### config.mk
export PLATFORM = sky130hd
export DESIGN_NAME = mtrd_mod
export DESIGN_NICKNAME = d
export VERILOG_FILES = /design/src/mtrd_pkg.sv /design/src/mtrd_mod.sv
export SDC_FILE = /design/constraint.sdc
export NUM_CORES = 1
export LEC_CHECK = 0
export BUFFER_PORTS_ARGS = -buffer_cell sky130_fd_sc_hd__buf_2
export CAP_MARGIN = 25
export CORE_UTILIZATION = 57
export DETAILED_ROUTE_END_ITERATION = 8
export PLACE_DENSITY = 0.81
export SLEW_MARGIN = 20
export SYNTH_ARGS = -nofsm -noshare
export SYNTH_HDL_FRONTEND = slang
export SYNTH_SLANG_ARGS = --single-unit
### constraint.sdc
create_clock -name aclk -period 4.02 [get_ports aclk]
set_clock_uncertainty 0.15 [all_clocks]
set_input_delay 0.201 -clock aclk [delete_from_list [all_inputs] [get_ports aclk]]
set_output_delay 0.201 -clock aclk [all_outputs]
set_load 0.005 [all_outputs]
### src/mtrd_pkg.sv
// Shared types, constants and functions for the ranged-draw generator.
package mtrd_pkg;

    localparam int unsigned STATE_WORDS  = 624;
    localparam int unsigned TWIST_OFFSET = 397;
    localparam int unsigned IDX_W        = 10;
    localparam int unsigned ADDR_W       = 3;

    localparam logic [IDX_W-1:0] IDX_END  = IDX_W'(STATE_WORDS);
    localparam logic [IDX_W-1:0] IDX_LAST = IDX_W'(STATE_WORDS - 1);
    localparam logic [IDX_W-1:0] IDX_OFS  = IDX_W'(TWIST_OFFSET);

    localparam logic [31:0] SEED_DEFAULT = 32'd5489;
    localparam logic [31:0] MUL_LIN      = 32'd1812433253;
    localparam logic [31:0] MUL_MIX1     = 32'd1664525;
    localparam logic [31:0] MUL_MIX2     = 32'd1566083941;
    localparam logic [31:0] TOP_BIT      = 32'h8000_0000;
    localparam logic [31:0] TWIST_MAG    = 32'h9908_b0df;
    localparam logic [31:0] TEMPER_B     = 32'h9d2c_5680;
    localparam logic [31:0] TEMPER_C     = 32'hefc6_0000;

    // Register index of the seed
    localparam logic [0:0] REG_SEED = 1'b0;

    typedef enum logic [3:0] {
        ST_SEED_INIT,
        ST_LIN_MUL,
        ST_LIN_WR,
        ST_MIX_RD,
        ST_MIX_WR,
        ST_MIX_WRAP,
        ST_SEED_FIN,
        ST_IDLE,
        ST_TW_RD0,
        ST_TW_RD1,
        ST_TW_RD2,
        ST_TW_WR,
        ST_DR_RD,
        ST_DR_TMP,
        ST_DR_MOD,
        ST_DR_OUT
    } state_t;

    // Fixed four-word key of the array mix
    function automatic logic [31:0] mix_key(input logic [1:0] j);
        logic [31:0] k;
        case (j)
            2'd0:    k = 32'h123;
            2'd1:    k = 32'h234;
            2'd2:    k = 32'h345;
            default: k = 32'h456;
        endcase
        return k;
    endfunction

    // Output tempering of one table word
    function automatic logic [31:0] temper(input logic [31:0] x);
        logic [31:0] y;
        y = x ^ (x >> 11);
        y = y ^ ((y << 7) & TEMPER_B);
        y = y ^ ((y << 15) & TEMPER_C);
        y = y ^ (y >> 18);
        return y;
    endfunction

endpackage

### src/mtrd_mod.sv
// Bit-serial restoring remainder unit: one dividend bit per cycle.
module mtrd_mod import mtrd_pkg::*; (
    input  logic        aclk,
    input  logic        aresetn,
    input  logic        start,
    input  logic [31:0] dividend,
    input  logic [31:0] divisor,
    output logic        done,
    output logic [31:0] remainder
);

    logic [31:0] rem_reg, rem_next;
    logic [31:0] dvd_reg, dvd_next;
    logic [31:0] dvs_reg, dvs_next;
    logic [4:0]  cnt_reg, cnt_next;
    logic        busy_reg, busy_next;
    logic        done_reg, done_next;
    logic [32:0] trial;
    logic [32:0] diff;

    // Shift in the next dividend bit, subtract when it fits
    always_comb begin
        trial     = {rem_reg, dvd_reg[31]};
        diff      = trial - {1'b0, dvs_reg};
        rem_next  = rem_reg;
        dvd_next  = dvd_reg;
        dvs_next  = dvs_reg;
        cnt_next  = cnt_reg;
        busy_next = busy_reg;
        done_next = 1'b0;
        if (start) begin
            rem_next  = '0;
            dvd_next  = dividend;
            dvs_next  = divisor;
            cnt_next  = '0;
            busy_next = 1'b1;
        end else if (busy_reg) begin
            rem_next = diff[32] ? trial[31:0] : diff[31:0];
            dvd_next = {dvd_reg[30:0], 1'b0};
            cnt_next = cnt_reg + 5'd1;
            if (cnt_reg == 5'd31) begin
                busy_next = 1'b0;
                done_next = 1'b1;
            end
        end
    end

    always_ff @(posedge aclk) begin
        if (!aresetn) begin
            busy_reg <= 1'b0;
            done_reg <= 1'b0;
            cnt_reg  <= '0;
        end else begin
            busy_reg <= busy_next;
            done_reg <= done_next;
            cnt_reg  <= cnt_next;
        end
        rem_reg <= rem_next;
        dvd_reg <= dvd_next;
        dvs_reg <= dvs_next;
    end

    assign done      = done_reg;
    assign remainder = rem_reg;

    // Done pulses only at the end of a run
    assert property (@(posedge aclk) disable iff (!aresetn)
        done_reg |-> !busy_reg && $past(busy_reg))
        else $error("remainder done without a run");

endmodule

==> key figures <==
Synth
  – Largest cells by area after synthesis: sky130_fd_sc_hd__edfxtp_1 32%, sky130_fd_sc_hd__dfxtp_1 13%, sky130_fd_sc_hd__ha_1 7.2%
  – EDFF count, synth: 64
  – Synth Register Bits: roughly 100
  – Post-synthesis net count: between 600 and 700
  – Most used flip-flop cell after synthesis: sky130_fd_sc_hd__edfxtp_1
  – Mean post-synth cell area: roughly 10 µm²
  – Synth unique cells: 62
  – Post-synthesis cell area: about 0.006 mm²
  – Area share of the largest cell type after synthesis: 0.323
  – Fraction of synthesis flops using an asynchronous set or reset pin: 0
  – Ys Warns: 0
  – Cell count after synthesis: around 570
  – Sequential fraction of the synthesis area: 0.454
  – Largest area contributor in the synthesized netlist: sky130_fd_sc_hd__edfxtp_1

Critical path
  – Family with the most delay on the worst path: compound AO/OA/AOI/OAI gates
  – Origin of the critical flop-to-flop path: dvs_reg[0]$_DFFE_PP_
  – End point of the critical path: remainder[19]$_SDFFE_PP0P_
  – Critical path cell sequence: ha_1 > fa_1 > and2b_1 > o2111ai_2 > a31oi_4 > a311oi_4 > o311a_4 > nor2_8 > xor2_2 > buf_4 > nand2_1 > a311oi_1
  – Setup CP Type: reg2reg
  – FF-to-FF setup slack: roughly 460 ps
  – R2R Path End: remainder[19]$_SDFFE_PP0P_
  – Cell depth of the worst flop-to-flop path: 12
  – Critical Path AT: around 3700 ps
  – Endpoint class of the critical path: register
  – Peak fanout along the critical path: 18
  – Slowest stage delay, CP: 410 ps
  – Critical path data required time: roughly 4200 ps
  – Crit. Startpoint: dvs_reg[0]$_DFFE_PP_
  – Sort of element at the start of the critical path: register
  – Cell type of the slowest stage on the worst timing path: sky130_fd_sc_hd__edfxtp_1
  – Buffers plus inverters on the worst setup path: 1
  – Path length in cells of the critical path: 12

Flow run
  – Max-cap viol count: 0

STA
  – Number of failing hold endpoints at the final stage: 0
  – Min cycle time layout: 3560 ps
  – Worst relative slew slack: 0.453
  – Setup slack of the critical path after layout: around 460 ps
  – Max Transition Viols Final: 0
  – Final Cycle Share: 0.885
  – Setup violations, final: 0
  – Highest clock frequency the design can meet: roughly 280 MHz
  – Setup TNS: 0 ps
  – Worst-Margin Slew: between 800 and 900 ps
  – Setup repair after global routing missed its margin: false

Clock network
  – Total CTS buffers: 9
  – Root cell of the clock tree: sky130_fd_sc_hd__clkbuf_8
  – Worst-path clk slew: about 110 ps
  – CTS H-tree lvls: 3
  – Clock Path Buffers: 2
  – Post-CTS setup repair buffer count: 0
  – Total clock sinks: between 100 and 150
  – Clock latency at the later pin of the worst-skew pair: 400 ps
  – CTS tree: built

Global route
  – Global routing usage summed across all routing layers: 0.279
  – First-pass GRT wire length: approximately 24 mm
  – Global route overflow: 0
  – Number of global-route vias before repair: about 5,000
  – Pin count of the biggest net entering global routing: 65
  – Number of antenna violations at the first check in global routing: 0

Routing
  – Total number of vias: slightly below 5,000
  – Total DRC errors in the routed layout: 0
  – Routed wire per std cell: about 17 µm
  – Detailed-router iteration count before antenna repair: 4
  – Via/cell ratio: 5.71
  – Iteration-0 DRC count of the detailed router: between 300 and 400
  – Count of antenna-violating nets left after detailed routing: 0
  – Drt total wl: around 15 mm

Placement
  – Dpl cell area: about 0.0065 mm²
  – Placer's final routability congestion estimate: 0.936
  – Count of input and output buffers: 99
  – HPWL after DPL: approximately 9.4 mm
  – Post-place setup slack: 508 ps

Layout
  – Number of nets in the layout: slightly above 800
  – Synth-to-layout area growth: 23.9%
  – Fraction of layout cells with a size suffix above 1: 0.252
  – Summed area of non-filler cells in the final layout: 0.00737 mm²
  – Ant. Diodes: 0

Status
  – Result of the run: finished, final reports clean

Floorplan
  – Total Die Area: 0.0108 mm²
  – Site row count: 36
  – Die boundary width: approximately 100 µm
  – Core region area: about 0.01 mm²
  – Effective utilization at floorplan: 0.597
  – Number of ports placed on the die boundary: 100
  – Height of the die: between 100 and 150 µm

Pwr
  – Worst IR Drop VDD: around 0.00032 V
  – Pleak: between 0.003 and 0.004 µW
  – Power Density: about 340 mW/mm²

Min path
  – Hold WC Path Type: in2reg
  – Cells on Worst Hold Path: 1
-- logic make-up (layout without fill, tap and decap cells) --
kind of cell | after synthesis | count (layout) | synth area share
flip-flops | 103 | 103 | 0.454
AO/OA/AOI/OAI | 133 | 133 | 0.174
multiplexers | 42 | 42 | 0.0772
AND/OR/NAND/NOR | 159 | 159 | 0.121
XOR/XNOR | 32 | 32 | 0.0497
adder cells (fa/ha/maj) | 35 | 35 | 0.0749
buffers and inverters | 69 | 229 | 0.0488
-- stage by stage --
step / utilization / total power, µW / std cells / hold slack, ps
after global placement: 0.657 / 1810 / 785 / 228
after floorplan: - / 1680 / 573 / 150
after detailed placement: 0.657 / 1830 / 785 / 229
after global routing: 0.740 / 2630 / 866 / 289
final: 0.740 / 2520 / 866 / 276
after CTS: 0.740 / 2510 / 866 / 267
-- per-layer routing --
layer	GRT usage	wire [µm]
met2	0.489	7420
met1	0.318	5950
met5	0	0
met4	0.133	510
met3	0.0708	860
-- cell type report --
cell class / instances / area (µm²)
Multi-Input combinational cell: 401 / 2950
Sequential cell: 103 / 2700
Fill cell: 680 / 2580
Timing Repair Buffer: 172 / 1210
Tap cell: 133 / 166
Inverter: 41 / 154
Clock buffer: 9 / 124
Clock inverter: 7 / 58.8
-- Yosys cell counts, types with 2 or more instances --
cell type                  count
sky130_fd_sc_hd__a32oi_1       4
sky130_fd_sc_hd__a21o_1       11
sky130_fd_sc_hd__o21a_1        5
sky130_fd_sc_hd__nor3_1        6
sky130_fd_sc_hd__nand2_2      10
sky130_fd_sc_hd__a21boi_0      2
sky130_fd_sc_hd__or4_1         3
sky130_fd_sc_hd__dfxtp_1      39
sky130_fd_sc_hd__mux2i_1      11
sky130_fd_sc_hd__ha_1         34
sky130_fd_sc_hd__and2_1        3
sky130_fd_sc_hd__nor2_1       49
sky130_fd_sc_hd__nand3_1       5
sky130_fd_sc_hd__o211ai_1      2
sky130_fd_sc_hd__a31oi_1       6
sky130_fd_sc_hd__xor2_1       13
sky130_fd_sc_hd__clkbuf_1     19
sky130_fd_sc_hd__nand2b_1      5
sky130_fd_sc_hd__and3_1        4
sky130_fd_sc_hd__o21ai_0      21
sky130_fd_sc_hd__o31ai_1       5
sky130_fd_sc_hd__a211oi_1      8
sky130_fd_sc_hd__a311oi_2     10
sky130_fd_sc_hd__mux2_2       31
sky130_fd_sc_hd__a41oi_1       2
sky130_fd_sc_hd__nand2_1      62
sky130_fd_sc_hd__a21oi_1      30
sky130_fd_sc_hd__nand4_1       7
sky130_fd_sc_hd__edfxtp_1     64
sky130_fd_sc_hd__buf_2         6
sky130_fd_sc_hd__inv_1        41
sky130_fd_sc_hd__xnor2_1      17
sky130_fd_sc_hd__o311a_1       2
sky130_fd_sc_hd__a311oi_1      8
-- timing repair --
action,in CTS,in global routing
resized for setup,0,0
endpoints found under the hold margin,66,0
hold buffers,65,0
-- where the power goes --
group | total, µW | switching, µW | internal, µW
registers | 1270 | 53.0 | 1220
clock network | 641 | 402 | 239
logic | 613 | 331 | 282
-- worst min-delay path by stage --
stage,startpoint,endpoint,slack [ps]
3_5_place_dp,divisor[29],dvs_reg[29]$_DFFE_PP_,230
6_report,start,dvs_reg[25]$_DFFE_PP_,280
4_1_cts,start,dvs_reg[26]$_DFFE_PP_,270
3_3_place_gp,divisor[25],dvs_reg[25]$_DFFE_PP_,230
2_1_floorplan,divisor[0],dvs_reg[0]$_DFFE_PP_,150
5_1_grt,start,dvs_reg[25]$_DFFE_PP_,290
-- cell usage in the layout (no fill, tap or decap), drive strengths merged, types with 6 or more instances in the layout --
| cell type | netlist | routed |
|---|---|---|
| xnor2 | 18 | 18 |
| a21oi | 31 | 31 |
| a21o | 11 | 11 |
| nor3 | 6 | 6 |
| clkbuf | 19 | 9 |
| a311oi | 19 | 19 |
| nand4 | 7 | 7 |
| buf | 9 | 107 |
| a31oi | 7 | 7 |
| inv | 41 | 46 |
| nor2 | 50 | 50 |
| ha | 34 | 34 |
| mux2 | 31 | 31 |
| mux2i | 11 | 11 |
| a211oi | 8 | 8 |
| dfxtp | 39 | 39 |
| dlygate4sd3 | 0 | 65 |
| edfxtp | 64 | 64 |
| nand2 | 72 | 72 |
| o21ai | 22 | 22 |
| xor2 | 14 | 14 |
(Power assumes the default switching activity.)
